==> src/design/refcounted_page_frame_allocator_defines.svh <==
// assertion macros shared by the allocator rtl
`ifndef REFCOUNTED_PAGE_FRAME_ALLOCATOR_DEFINES_SVH
`define REFCOUNTED_PAGE_FRAME_ALLOCATOR_DEFINES_SVH

// same-cycle implication, off during reset
`define RFA_ASSERT_IMP(lbl, ante, cons, msg) \
  lbl: assert property (@(posedge clk_i) disable iff (!rst_ni) (ante) |-> (cons)) \
    else $error(msg);

// next-cycle implication, off during reset
`define RFA_ASSERT_NXT(lbl, ante, cons, msg) \
  lbl: assert property (@(posedge clk_i) disable iff (!rst_ni) (ante) |=> (cons)) \
    else $error(msg);

`endif

==> src/design/rfa_count_ram.sv <==
// reference count memory, one write and one registered read port
module rfa_count_ram #(
  parameter int DEPTH = 512,
  parameter int WIDTH = 8
) (
  input  logic                     clk_i,
  input  logic                     we_i,
  input  logic [$clog2(DEPTH)-1:0] waddr_i,
  input  logic [WIDTH-1:0]         wdata_i,
  input  logic                     re_i,
  input  logic [$clog2(DEPTH)-1:0] raddr_i,
  output logic [WIDTH-1:0]         rdata_o
);

  logic [WIDTH-1:0] mem [DEPTH];
  logic [WIDTH-1:0] rdata_q;

  always_ff @(posedge clk_i) begin
    if (we_i) begin
      mem[waddr_i] <= wdata_i;
    end
  end

  always_ff @(posedge clk_i) begin
    if (re_i) begin
      rdata_q <= mem[raddr_i];
    end
  end

  assign rdata_o = rdata_q;

endmodule

==> config.mk <==
export PLATFORM = sky130hd
export DESIGN_NAME = rfa_count_ram
export DESIGN_NICKNAME = d
export VERILOG_FILES = /design/src/design/refcounted_page_frame_allocator_defines.svh /design/src/design/rfa_count_ram.sv
export SDC_FILE = /design/constraint.sdc
export NUM_CORES = 2
export LEC_CHECK = 0
export BUFFER_PORTS_ARGS = -buffer_cell sky130_fd_sc_hd__buf_4
export CAP_MARGIN = 15
export CORE_ASPECT_RATIO = 0.8
export CORE_MARGIN = 2
export CORE_UTILIZATION = 45
export DETAILED_ROUTE_END_ITERATION = 16
export HOLD_SLACK_MARGIN = 0.05
export PLACE_DENSITY_LB_ADDON = 0.1
export SETUP_SLACK_MARGIN = 0.02
export SYNTH_ARGS = -nofsm -noshare
export SYNTH_HDL_FRONTEND = slang
export SYNTH_SLANG_ARGS = --single-unit
==> constraint.sdc <==
create_clock -name clk_i -period 3.8 [get_ports clk_i]
set_input_delay 0.57 -clock clk_i [delete_from_list [all_inputs] [get_ports clk_i]]
set_output_delay 0.57 -clock clk_i [all_outputs]
set_load 0.01 [all_outputs]
==> metrics.csv <==
stage;metric;value;unit
synth;sequential area share after synthesis;77.02;%
floorplan;Initial Util;45.29;%
floorplan;die outline height;537.3;microns
clock_tree;cts bufs inserted;405;
final_layout;area grow syn2layout;14.99;%
timing;Max Fclk;308.2;MHz
timing;Pins Over Slew Limit;0;
timing;hold_ws;199.7;ps
drt;Post-DRT Antenna Nets;0;
timing;Period minus WS final;3244;ps
drt;DRT Pass-1 Iters;6;
synth;Netlist Area Pre-Place;0.1600;sq mm
timing;max_slew headroom;17.39;%
worst_setup_path;Top delay family on crit path;compound AO/OA/AOI/OAI gates;
global_routing;antenna violations before repair;22;
drt;per-cell routed wire length;32.73;microns
synth;Post-synth EDFFs;4104;
worst_setup_path;CP Data Required Time;4520;ps
synth;area leader, netlist;edfxtp_1;
job;Max Cap Violations;0;
power_and_ir_drop;Comb pwr share;5.3;%
clock_tree;TritonCTS clock tree;yes;
global_routing;total gr overflow;0;
synth;#FFs+latches synth;4104;
min_path;worst min-delay path class;in2reg;
floorplan;Core Area;0.3533;sq mm
synth;Post-synth ARST share;0;%
timing;RSZ-0062 raised after global routing;no;
clock_tree;later-pin clock latency in the skew report;970;ps
worst_setup_path;maximum fanout along the worst path;20;
worst_setup_path;worst-path cell chain;clkbuf_8 > nand2b_4 > buf_12 > buf_12 > o221ai_1 > o22ai_1 > a22oi_1 > nand4_1 > o21ai_0 > buf_4 > o2111a_1;
drt;final wirelength;452100;microns
worst_setup_path;Crit Reg-Reg Startpoint;mem[50][1];
timing;Layout Skew;69.70;ps
power_and_ir_drop;sw frac;21.80;%
floorplan;site row count;195;
synth;Main synth FF type;edfxtp_1;
final_layout;layout cells sized above 1;22.85;%
worst_setup_path;crit-path most repeated cell;buf_12;
status;status;complete, no violations;
power_and_ir_drop;Seq pwr share;53.1;%
drt;First DRT Iteration DRCs;10540;
synth;Commonest cells post-synth;edfxtp_1 (4,104), mux2i_1 (797), mux4_2 (654), nor2_1 (597), o221ai_1 (371);
power_and_ir_drop;Max VDD drop;485.6;uV
placement;I/O Buffers;36;
final_layout;Final #Nets;8788;
min_path;cell count of the worst hold path;1;
floorplan;die area;0.3604;sq mm
global_routing;global-route wire length before repair;634500;microns
worst_setup_path;CP max stage delay;560;ps
clock_tree;postcts setup bufs;0;
global_routing;vias in the first global route;83250;
worst_setup_path;Crit-path slowest cell;o22ai_1;
power_and_ir_drop;Pleak;59.32;nW
global_routing;GRT Overall Usage;24.73;%
synth;most frequent cell after synthesis;edfxtp_1;
timing;fin crit share;85.38;%
timing;Worst-Margin Slew;1239;ps
final_layout;design area;0.1840;sq mm
worst_setup_path;Crit Path Category;in2reg;
synth;Avg Inst Size Synth;19.93;sq um
global_routing;largest net degree at the start of global routing;113;
power_and_ir_drop;switching power;20.49;mW
timing;Final setup viols;0;
power_and_ir_drop;PwrDens;510.9;mW/mm^2
clock_tree;clk sinks;4104;
worst_setup_path;r2r worst-path depth;9;
timing;Fin Setup TNS;0;ps
worst_setup_path;crit path DAT;3970;ps
synth;top-area cell type share of the netlist area;77.02;%
synth;Synth cell types;50;
worst_setup_path;crit end category;register;
clock_tree;Root Driver;clkbuf_16;
power_and_ir_drop;internal power;73.51;mW
worst_setup_path;slack of the worst reg-to-reg path;700;ps
power_and_ir_drop;clock share of power;41.6;%
placement;HPWL after DPL;285300;microns
synth;Mapped Nets;8059;
clock_tree;Reg clk slew, reported paths;60;ps
drt;DR vias/cell;6.086;
floorplan;I/O pin count;37;
drt;DR vias;84080;
placement;Final Wtd Congestion;0.8890;
timing;final hold vios;0;
worst_setup_path;worst reg2reg path endpoint;rdata_o[1];
synth;Synth area leaders;edfxtp_1 (77%), mux4_2 (9.2%), mux2i_1 (5.0%), o221ai_1 (2.0%), nor2_1 (1.4%);
synth;Post-Syn Instances;8030;
synth;Yosys warnings;0;
placement;placed inst area;0.1712;sq mm
worst_setup_path;CP bufs+invs;4;
clock_tree;CTS H-tree lvls;5;
floorplan;DIE WIDTH;670.7;microns
worst_setup_path;Critical Path Start Type;primary input;
min_path;hold path startpoint;wdata_i[4];
drt;number of remaining DRC errors;0;
min_path;worst hold endpoint;mem[462][4];
clock_tree;clock tree buffer depth;4;
-- layout by cell type, fill, tap and decap left out, types with 33 or more instances in the layout --
cell type	n
mux2i_1	797
o21ai_0	118
edfxtp_1	4104
a22oi_1	61
buf_4	683
mux4_2	654
clkbuf_16	408
a21oi_1	194
bufinv_16	33
nand2_1	96
o22ai_1	163
o221ai_1	371
clkinv_2	66
buf_12	133
nor3_1	108
nor2_1	596
clkinv_1	101
clkbuf_1	83
-- cell type report --
type | count | area (sq um)
fill | 28140 | 169300
sequential | 4104 | 123200
multi-input combinational | 3410 | 34030
clock buffer | 491 | 10520
timing repair buffer | 835 | 8026
tap | 4728 | 5916
clock inverter | 238 | 2223
inverter | 3 | 18.77
antenna | 5 | 12.51
-- sequential cells by signal (all words and copies together), names as in the netlist --
name and flops:
rdata_o 8, mem 4096
-- per-stage QoR --
step                      cells  setup slack [ps]  power, mW  util [%]
final                     13810             555.7      93.99     52.08
after global routing      13810             479.7      96.47     52.08
after CTS                 13810             556.8      94.57     52.07
after detailed placement  13080            -485.0      55.85     48.46
after global placement    13070            -781.3      55.79     48.45
after floorplan            8030              1119      53.22         -
-- what timing repair did --
item | in CTS | in global routing
gates resized for setup | 0 | 0
endpoints found under the setup margin | 0 | 0
hold buffers | 2 | 0
hold endpoints to repair | 26 | 0
-- logic make-up (layout without fill, tap and decap cells) --
family | count (synthesis) | count (layout) | share of synthesized area [%]
flip-flops | 4104 | 4104 | 77.02
multiplexers | 1451 | 1451 | 14.19
AND/OR/NAND/NOR | 980 | 980 | 2.630
AO/OA/AOI/OAI | 979 | 979 | 4.311
buffers and inverters | 516 | 1567 | 1.848
other | 0 | 5 | 0
-- how the worst max path moves through the flow --
stage | startpoint | cells past startpoint | slack, ps | end
after floorplan | raddr_i[0] | 10 | 1120 | rdata_o[0]
after global placement | raddr_i[0] | 11 | -780 | rdata_o[5]
after detailed placement | raddr_i[0] | 9 | -490 | rdata_o[3]
after CTS | raddr_i[0] | 13 | 560 | rdata_o[0]
after global routing | raddr_i[0] | 9 | 480 | rdata_o[3]
final | raddr_i[2] | 11 | 560 | rdata_o[5]
-- routing by layer --
metal  vias to the layer above  GRT usage, %  part of all wire (%)
met4                         8         6.892                   3.0
met1                     44720         37.29                    44
met2                      3713         37.22                    45
li1                      34960             -                     -
met5                         -             0                0.0095
met3                       673         4.421                   8.4
-- power groups by stage --
stage          Clock [mW]  Sequential [mW]  Combinational [mW]
2_1_floorplan           0             50.9                2.37
3_3_place_gp            0             50.8                4.95
3_5_place_dp            0             50.8                5.01
4_1_cts              39.7             49.9                5.02
5_1_grt              41.4             49.9                5.24
6_report             39.1             49.9                5.01
No activity file was read; power rests on OpenSTA's default activity.
