===== src/design/refcounted_page_frame_allocator_defines.svh =====
// assertion macros shared by the allocator rtl
`ifndef REFCOUNTED_PAGE_FRAME_ALLOCATOR_DEFINES_SVH
`define REFCOUNTED_PAGE_FRAME_ALLOCATOR_DEFINES_SVH

// same-cycle implication, off during reset
`define RFA_ASSERT_IMP(lbl, ante, cons, msg) \
  lbl: assert property (@(posedge clk_i) disable iff (!rst_ni) (ante) |-> (cons)) \
    else $error(msg);

// next-cycle implication, off during reset
`define RFA_ASSERT_NXT(lbl, ante, cons, msg) \
  lbl: assert property (@(posedge clk_i) disable iff (!rst_ni) (ante) |=> (cons)) \
    else $error(msg);

`endif


===== src/design/rfa_pkg.sv =====
// shared types, codes and helpers of the page frame allocator
package rfa_pkg;

  localparam int ADDR_W      = 21;
  localparam int REG_W       = 9;
  localparam int CMD_W       = 2;
  localparam int BYTES_W     = 16;
  localparam int STATUS_W    = 3;
  localparam int COUNT_OUT_W = 8;
  localparam int CFG_IDX_W   = 2;
  localparam int ADDR_MASK   = 2097151;

  localparam logic [CFG_IDX_W-1:0] REG_FIRST_USABLE = 2'd0;
  localparam logic [CFG_IDX_W-1:0] REG_LAST_USABLE  = 2'd1;
  localparam logic [CFG_IDX_W-1:0] REG_RESERVED     = 2'd2;

  localparam logic [REG_W-1:0] FIRST_RESET = 9'd1;
  localparam logic [REG_W-1:0] LAST_RESET  = 9'd511;
  localparam logic [REG_W-1:0] RESV_RESET  = 9'd184;

  typedef enum logic [CMD_W-1:0] {
    CMD_ALLOC  = 2'd0,
    CMD_FREE   = 2'd1,
    CMD_ADDREF = 2'd2,
    CMD_NONE   = 2'd3
  } cmd_e;

  typedef enum logic [STATUS_W-1:0] {
    ST_OK        = 3'd0,
    ST_OOM       = 3'd1,
    ST_TOO_LARGE = 3'd2,
    ST_BAD_ADDR  = 3'd3,
    ST_BAD_COUNT = 3'd4
  } status_e;

  typedef enum logic [2:0] {
    S_CLEAR,
    S_IDLE,
    S_DIV,
    S_LOOK,
    S_CHECK,
    S_SCAN,
    S_DONE
  } state_e;

  // page may be handed out under the current window
  function automatic logic page_ok(
    input logic [ADDR_W-1:0] p,
    input logic [REG_W-1:0]  first,
    input logic [REG_W-1:0]  last,
    input logic [REG_W-1:0]  resv,
    input logic [ADDR_W-1:0] lim
  );
    logic [ADDR_W-1:0] f;
    logic [ADDR_W-1:0] l;
    logic [ADDR_W-1:0] r;
    f = ADDR_W'(first);
    l = ADDR_W'(last);
    r = ADDR_W'(resv);
    return (p != '0) && (p <= lim) && (p >= f) && (p <= l) && (p != r);
  endfunction

endpackage


===== src/design/rfa_page_div.sv =====
// reciprocal multiply turning a byte address into a page number
module rfa_page_div #(
  parameter int PAGE_BYTES = 4096
) (
  input  logic                      clk_i,
  input  logic                      rst_ni,
  input  logic                      start_i,
  input  logic [rfa_pkg::ADDR_W-1:0] dividend_i,
  output logic                      done_o,
  output logic [rfa_pkg::ADDR_W-1:0] quotient_o
);
  import rfa_pkg::*;

  localparam int SH  = ADDR_W + $clog2(PAGE_BYTES);
  localparam int RCW = ADDR_W + 2;
  localparam int PRW = ADDR_W + RCW;
  localparam logic [63:0] RECIP =
    ((64'd1 << SH) + 64'(PAGE_BYTES - 1)) / 64'(PAGE_BYTES);
  localparam logic [RCW-1:0] RECIP_C = RCW'(RECIP);

  logic              done_q;
  logic [ADDR_W-1:0] quo_q;
  logic [PRW-1:0]    product;

  assign product = PRW'(dividend_i) * PRW'(RECIP_C);

  always_ff @(posedge clk_i or negedge rst_ni) begin
    if (!rst_ni) begin
      done_q <= 1'b0;
    end else begin
      done_q <= start_i;
    end
  end

  always_ff @(posedge clk_i) begin
    if (start_i) begin
      quo_q <= ADDR_W'(product >> SH);
    end
  end

  assign done_o     = done_q;
  assign quotient_o = quo_q;

endmodule

===== config.mk =====
export PLATFORM = sky130hd
export DESIGN_NAME = rfa_page_div
export DESIGN_NICKNAME = d
export VERILOG_FILES = /design/src/design/refcounted_page_frame_allocator_defines.svh /design/src/design/rfa_pkg.sv /design/src/design/rfa_page_div.sv
export SDC_FILE = /design/constraint.sdc
export NUM_CORES = 1
export LEC_CHECK = 0
export BUFFER_PORTS_ARGS = -buffer_cell sky130_fd_sc_hd__buf_4
export CAP_MARGIN = 20
export CORE_MARGIN = 3
export CORE_UTILIZATION = 30
export DETAILED_ROUTE_END_ITERATION = 6
export PLACE_DENSITY = 0.74
export SETUP_SLACK_MARGIN = 0.3
export SLEW_MARGIN = 5
export SYNTH_ARGS = -nofsm -noshare
export SYNTH_HDL_FRONTEND = slang
export SYNTH_SLANG_ARGS = --single-unit

===== constraint.sdc =====
create_clock -name clk_i -period 0.8 [get_ports clk_i]
set_input_delay 0.16 -clock clk_i [delete_from_list [all_inputs] [get_ports clk_i]]
set_output_delay 0.16 -clock clk_i [all_outputs]
set_load 0.01 [all_outputs]

==> results of run 1 <==
-- layer usage --
metal | track usage (%) | share of wire (%) | vias up
met4 | 9.317 | 3.0 | 0
met3 | 3.433 | 9.2 | 2
li1 | - | - | 104
met5 | 0 | 0 | -
met2 | 13.89 | 61 | 15
met1 | 7.357 | 27 | 106
-- worst paths after layout --
| kind | cells after the start | end | startpoint |
|---|---|---|---|
| worst max-delay path | 1 | quotient_o[0] | quotient_o[0]$_DFFE_PP_ |
| worst min-delay path | 1 | quotient_o[1]$_DFFE_PP_ | dividend_i[13] |
| max in group asynchronous | 2 | done_o$_DFF_PN0_ | rst_ni |
| min in group asynchronous | 2 | done_o$_DFF_PN0_ | rst_ni |
-- power groups by stage --
stage | clock network [uW] | registers [uW] | logic, uW
floorplan | 0 | 657 | 67.9
global placement | 0 | 633 | 150
detailed placement | 0 | 635 | 152
CTS | 447 | 627 | 164
global route | 488 | 632 | 180
finish | 443 | 630 | 169
-- synthesized netlist by cell type (all sizes together) --
library cell  count
edfxtp            9
dfrtp             1
buf              12
conb              1
-- repair_timing --
item,CTS,global route
endpoints found under the setup margin,10,10
hold endpoints to repair,1,0
resized for setup,4,2
gates cloned,0,0
hold buffers,1,0
-- cells in the final DEF, fill, tap and decap left out, drive strengths merged --
| cell type | synthesis | routed |
|---|---|---|
| buf | 12 | 21 |
| dlygate4sd3 | 0 | 1 |
| dfrtp | 1 | 1 |
| conb | 1 | 12 |
| clkbuf | 0 | 4 |
| edfxtp | 9 | 9 |
-- cell families (layout without fill, tap and decap cells) --
family / count (synthesis) / after routing / share of synthesized area (%)
flops: 10 / 10 / 75.88
other cells: 1 / 12 / 0.9637
buf+inv: 12 / 26 / 23.15
-- layout make-up --
cell class | count | area, sq um
clock buffer | 4 | 36.28
tap | 14 | 17.52
fill | 101 | 571.8
sequential | 10 | 295.3
timing repair buffer | 22 | 190.2
multi-input combinational | 12 | 45.04
-- per-stage QoR --
step / cell area (sq um) / util (%)
2_1_floorplan: 430.4 / -
3_3_place_gp: 515.5 / 44.59
3_5_place_dp: 515.5 / 44.59
4_1_cts: 576.8 / 49.89
5_1_grt: 584.3 / 50.54
6_report: 584.3 / 50.54
-- registers in the layout (all words and copies together), names as in the netlist --
name / flops
quotient_o: 9
done_o: 1
==> qor.csv, run 1 <==
metric,value,unit
status,"finished, violations left",
failing checks,setup timing,
Synth area leaders,"edfxtp_1 69%, buf_4 23%, dfrtp_1 6.4%",
dpl hpwl,525.1,microns
via/cell ratio,3.661,
"Seq/Total Area, Yosys",75.88,%
Seq pwr share,50.7,%
Pint,983.7,uW
register clock-pin slew on the reported worst setup and hold paths,70,ps
worst path cell trace,buf_4,
core area,1156,sq um
Synth area leader,edfxtp_1,
FP Rows,12,
crit end category,output port,
vias in the first global route,230,
max-cap viol count,0,
Remaining DRCs,0,
final non-filler cell total,62,
Mean Syn Cell Area,16.92,sq um
Final Wtd Congestion,0.5752,
Pre-antenna DRT Iters,2,
leakage power,0.0002722,uW
VDD IR-drop max,0.0008881,V
min cycle time layout,971.1,ps
mapped cell area,389.1,sq um
Place WS,121.3,ps
placed cell count,57,
max incr delay on CP,390,ps
H-Tree Depth,1,
Max Freq,1.030,GHz
die area,1765,sq um
Fin Setup TNS,-1331,ps
power density relative to cell area,2125,nW/um^2
CTS sink count,10,
Die Wd,42.02,microns
final-report setup violation count,10,
Yosys cell types,4,
total track usage,8.520,%
first-pass GRT wire length,1014,microns
Post-Synthesis Cells,23,
CP top delay family,flip-flops,
crit path max fanout,1,
DR WL/cell,11.27,microns
Longest Clk Path Bufs,2,
Total Routed Length,699,microns
nets@finish,73,
worst path required time,640,ps
CTS tree,yes,
CP bufs+invs,1,
final worst slack,-171.1,ps
Num CTS Buffers,3,
gr ovfl total,0,
RSZ-0062 raised after global routing,yes,
"slowest stage cell, crit path",edfxtp_1,
# port buffers,21,
Psw,258.2,uW
"Setup Fix Bufs, Post-CTS",0,
Hold Path Class,in -> reg,
Clk pwr share,35.7,%
Power Total,1242,uW
clk root buf,clkbuf_4,
synth warn,0,
initial antenna violation count,0,
Crit Path Class,reg -> out,
Vias,227,
Final Max Tran Viols,0,
Initial Util,33.66,%
crit path launch type,flop,
I/O Pins,46,
"flops & latches, synth",10,
fraction of layout cells with a size suffix above 1,52.08,%
die height,42.02,microns
Comb pwr share,13.6,%
"Hold Vio Cnt, Final",0,
share of the synthesized area in the top cell type,69.45,%
worst hold margin,70.48,ps
"Arr. time, crit path",810,ps
drt initial violations,2,
Net Sw Frac,20.79,%
crit share post-route,121.4,%
area delta synth->final,50.16,%
largest net degree at the start of global routing,11,
Final ANT Viol Nets,0,
n_diodes,0,
No activity file was read; power rests on OpenSTA's default activity.
==> inputs of run 2 (changes only) <==
==> constraint.sdc (replaced) <==
create_clock -name clk_i -period 1 [get_ports clk_i]
set_input_delay 0.2 -clock clk_i [delete_from_list [all_inputs] [get_ports clk_i]]
set_output_delay 0.2 -clock clk_i [all_outputs]
set_load 0.01 [all_outputs]
==> run 2 against run 1 <==
Against the previous run:
- the flow still finishes with violations (setup timing)
- final area increased by 2.6%
- die area unchanged
- final cell count unchanged
- total power decreased by 19%
- wire length increased by 2.6%
- non-clock buffer count unchanged
- hold slack improved by 40 ps
- combinational power decreased by 16%
- critical endpoint unchanged
- largest cell class unchanged
- highest routed layer unchanged
==> qor.csv, run 2 (synthesized netlist as in run 1, its figures left out) <==
metric,value,unit,change
status,"finished, violations left",,
failing checks,setup timing,,
Fin Setup TNS,-11.59,ps,+1319 ps
Total Routed Length,717,microns,+2.6%
Final ANT Viol Nets,0,,unchanged
max FFs per register,9,,unchanged
nets@finish,73,,unchanged
most frequent cells in the layout,"12 x conb_1, 11 x buf_4, 10 x buf_6",,
Final Wtd Congestion,0.5752,,unchanged
min cycle time layout,1012,ps,
vias in the first global route,234,,+1.7%
crit share post-route,101.2,%,
Vias,233,,+2.6%
design area,599.3,sq um,+2.6%
FP Rows,12,,unchanged
power density relative to cell area,1675,nW/um^2,-21%
"slowest stage cell, crit path",edfxtp_1,,
leakage power,0.0002771,uW,+1.8%
final core utilization,51.84,%,+1.3 points
H-Tree Depth,1,,unchanged
crit path launch type,flop,,
first-pass GRT wire length,1069,microns,+5.4%
cell depth of the worst setup path,1,,unchanged
max-cap viol count,0,,unchanged
Remaining DRCs,0,,unchanged
die height,42.02,microns,unchanged
worst path cell trace,buf_6,,
Initial Util,33.66,%,unchanged
area delta synth->final,54.02,%,
worst hold margin,110.5,ps,+40.00 ps
Die Wd,42.02,microns,unchanged
CP top delay family,flip-flops,,
Placed Area,515.5,sq um,unchanged
I/O Pins,46,,unchanged
Num CTS Buffers,3,,unchanged
dpl hpwl,525.1,microns,unchanged
Max Freq,0.9885,GHz,
fraction of layout cells with a size suffix above 1,52.08,%,unchanged
drt initial violations,2,,unchanged
final-report setup violation count,1,,-9
Crit Path Class,reg -> out,,
core area,1156,sq um,unchanged
Longest Clk Path Bufs,2,,unchanged
initial antenna violation count,0,,unchanged
"most common cell after layout, fill and taps aside",conb_1,,
Pre-antenna DRT Iters,2,,unchanged
register clock-pin slew on the reported worst setup and hold paths,70,ps,about the same
CP bufs+invs,1,,unchanged
worst path required time,800,ps,+160 ps
"Setup Fix Bufs, Post-CTS",0,,unchanged
crit path max fanout,1,,unchanged
"Hold Vio Cnt, Final",0,,unchanged
# port buffers,21,,unchanged
final worst slack,-11.59,ps,+159.5 ps
n_diodes,0,,unchanged
die area,1765,sq um,unchanged
CTS tree,yes,,
max incr delay on CP,410,ps,+20 ps
Final Max Tran Viols,0,,unchanged
Power Total,1004,uW,-19%
Hold Crit Depth,1,,unchanged
clk root buf,clkbuf_4,,
via/cell ratio,3.758,,+2.6%
Hold Path Class,in -> reg,,
crit end category,output port,,
DR WL/cell,11.56,microns,+2.6%
largest net degree at the start of global routing,11,,unchanged
gr ovfl total,0,,unchanged
"Arr. time, crit path",810,ps,about the same
total track usage,8.969,%,+0.45 points
RSZ-0062 raised after global routing,yes,,
CTS sink count,10,,unchanged
VDD IR-drop max,0.0007152,V,-19%
-- run 2: cell counts in the layout (fill, tap and decap cells not counted) --
Identical to the previous run, type by type.
-- run 2: final timing paths --
path                       slack (ps)                      end               startpoint
min in group asynchronous         250         done_o$_DFF_PN0_                   rst_ni
setup / recovery                  -10            quotient_o[0]  quotient_o[0]$_DFFE_PP_
max in group asynchronous         670         done_o$_DFF_PN0_                   rst_ni
hold / removal                    110  quotient_o[1]$_DFFE_PP_           dividend_i[13]
-- run 2: power breakdown --
part           internal [uW]  total, uW  switching (uW)
clock network            220        355             134
registers                492        507            15.4
logic                   82.6        142            59.6
-- run 2: layer usage --
metal  vias to the layer above  part of all wire (%)  GRT usage (%)
met1                       112                    27          8.447
met2                        15                    62          14.51
met3                         2                   7.9          3.004
met4                         0                   2.9          9.317
met5                         -                     0              0
li1                        104                     -              -
-- run 2: area by class of cell --
type                            count  area [sq um]
Timing Repair Buffer               22         205.2
Sequential cell                    10         295.3
Multi-Input combinational cell     12         45.04
Fill cell                         102         556.8
Tap cell                           14         17.52
Clock buffer                        4         36.28
-- run 2: repair_timing --
| action | in CTS | in global routing |
|---|---|---|
| setup endpoints to repair | 10 | 10 |
| resized for setup | 9 | 1 |
| endpoints found under the hold margin | 1 | 0 |
| hold buffers | 1 | 0 |
-- run 2: metrics by stage --
| step | setup WS, ps | instances |
|---|---|---|
| after floorplan | 406.2 | 34 |
| after global placement | 313.0 | 57 |
| after detailed placement | 281.3 | 57 |
| after CTS | -2.352 | 62 |
| after global routing | -44.33 | 62 |
| final | -11.59 | 62 |
==> inputs of run 3 (changes only) <==
--- a/config.mk
+++ b/config.mk
@@ -7,10 +7,10 @@
 export LEC_CHECK = 0
 export BUFFER_PORTS_ARGS = -buffer_cell sky130_fd_sc_hd__buf_4
 export CAP_MARGIN = 20
-export CORE_MARGIN = 3
-export CORE_UTILIZATION = 30
+export CORE_AREA = 3 3 40 42
 export DETAILED_ROUTE_END_ITERATION = 6
-export PLACE_DENSITY = 0.74
+export DIE_AREA = 0 0 43 45
+export PLACE_DENSITY = 0.72
 export SETUP_SLACK_MARGIN = 0.3
 export SLEW_MARGIN = 5
 export SYNTH_ARGS = -nofsm -noshare
==> constraint.sdc (replaced) <==
create_clock -name clk_i -period 1.3 [get_ports clk_i]
set_input_delay 0.26 -clock clk_i [delete_from_list [all_inputs] [get_ports clk_i]]
set_output_delay 0.26 -clock clk_i [all_outputs]
set_load 0.01 [all_outputs]
==> run 3 against run 2 <==
Against the previous run:
- the flow now finishes without violations
- setup slack better by 250 ps
- wire length is 0.14% higher
- global-route usage is 1.1 points lower
- core utilization is 6.5 points lower
- sequential share of layout area is 1.4 points higher
- clock power is 40% lower
- flip-flop and latch count stayed put
- hold slack better by 61 ps
- total power is 29% lower
- critical path type unchanged
- critical endpoint is now quotient_o[2]
- largest cell class unchanged
==> qor.csv, run 3 (synthesized netlist as in run 1, its figures left out) <==
metric,value,unit,change
dpl hpwl,604.4,microns,+15%
Pre-antenna DRT Iters,2,,unchanged
nets@finish,73,,unchanged
Final ANT Viol Nets,0,,unchanged
Initial Util,30.28,%,-3.4 points
"most common cell after layout, fill and taps aside",buf_4,,
Placed Area,516.7,sq um,+0.24%
Crit Path Class,reg -> out,,
FP Rows,13,,+1
placed cell count,58,,+1.8%
area delta synth->final,49.84,%,
vias in the first global route,204,,-13%
max FFs per register,9,,unchanged
Final Max Tran Viols,0,,unchanged
largest net degree at the start of global routing,11,,unchanged
"Setup Fix Bufs, Post-CTS",0,,unchanged
Final Wtd Congestion,0.6508,,+13%
Remaining DRCs,0,,unchanged
crit share post-route,81.46,%,
design area,583.1,sq um,-2.7%
"Hold Vio Cnt, Final",0,,unchanged
CTS sink count,10,,unchanged
CTS tree,yes,,
Max Freq,0.9443,GHz,
fraction of layout cells with a size suffix above 1,50.00,%,-2.1 points
"slowest stage cell, crit path",edfxtp_1,,
clk root buf,clkbuf_4,,
total track usage,7.830,%,-1.1 points
crit path max fanout,1,,unchanged
n_diodes,0,,unchanged
worst path required time,1040,ps,+240 ps
Num CTS Buffers,3,,unchanged
min cycle time layout,1059,ps,
CP top delay family,flip-flops,,
power density relative to cell area,1215,nW/um^2,-27%
max-cap viol count,0,,unchanged
leakage power,0.0002686,uW,-3.1%
Hold Path Class,in -> reg,,
gr ovfl total,0,,unchanged
most frequent cells in the layout,"13 x buf_4, 12 x conb_1, 9 x edfxtp_1",,
die height,45,microns,+7.1%
VDD IR-drop max,0.0005057,V,-29%
final core utilization,45.37,%,-6.5 points
Total Routed Length,718,microns,+0.14%
via/cell ratio,3.524,,-6.2%
status,finished clean,,
register clock-pin slew on the reported worst setup and hold paths,60,ps,about the same
max incr delay on CP,410,ps,about the same
# port buffers,21,,unchanged
DR WL/cell,11.40,microns,-1.5%
H-Tree Depth,1,,unchanged
"Arr. time, crit path",800,ps,about the same
core area,1285,sq um,+11%
final non-filler cell total,63,,+1.6%
filler instances,121,,+19%
Die Wd,43,microns,+2.3%
Longest Clk Path Bufs,2,,unchanged
worst hold margin,171.6,ps,+61.15 ps
final-report setup violation count,0,,-1
drt initial violations,1,,-1
Fin Setup TNS,0,ps,+11.59 ps
RSZ-0062 raised after global routing,yes,,
worst path cell trace,buf_6,,
die area,1935,sq um,+9.6%
crit path launch type,flop,,
first-pass GRT wire length,952,microns,-11%
crit end category,output port,,
CP bufs+invs,1,,unchanged
initial antenna violation count,0,,unchanged
Vias,222,,-4.7%
I/O Pins,46,,unchanged
==> run 3: cell counts in the layout (fill, tap and decap cells not counted) <==
Identical to the previous run, type by type.
==> run 3: layout make-up <==
| class | instances | area (sq um) | share of cell area [%] |
|---|---|---|---|
| Clock buffer | 4 | 26.28 | 4.506 |
| Multi-Input combinational cell | 12 | 45.04 | 7.725 |
| Sequential cell | 10 | 295.3 | 50.64 |
| Tap cell | 15 | 18.77 | 3.219 |
| Timing Repair Buffer | 22 | 197.7 | 33.91 |
==> run 3: final timing paths <==
kind	startpoint	to	slack, ps	depth (start not counted)
max in group asynchronous	rst_ni	done_o$_DFF_PN0_	910	2
min	dividend_i[17]	quotient_o[5]$_DFFE_PP_	170	1
max	quotient_o[2]$_DFFE_PP_	quotient_o[2]	240	1
min in group asynchronous	rst_ni	done_o$_DFF_PN0_	310	2
==> run 3: repair_timing <==
item | in CTS | in global routing
hold buffers | 1 | 0
hold endpoints to repair | 1 | 0
setup endpoints to repair | 10 | 10
resized for setup | 5 | 3
==> run 3: power by group <==
group	leakage, uW	internal (uW)	switching [uW]
Combinational	0.000154	60.7	46.1
Clock	0.0000150	118	94.6
Sequential	0.0000997	378	11.0
Total	0.000269	557	152
==> run 3: layer usage <==
metal	vias to the layer above	wire length [microns]	GRT usage, %
met3	0	94	5.976
met4	0	0	7.229
met1	101	230	7.455
met5	-	0	0
met2	19	393	10.78
li1	102	-	-
==> run 3: stage by stage <==
step           power [uW]  worst slack [ps]
2_1_floorplan       446.3             646.2
3_3_place_gp        482.3             539.4
3_5_place_dp        487.8             502.6
4_1_cts             720.5             217.1
5_1_grt             758.4             183.9
6_report            708.6             241.0
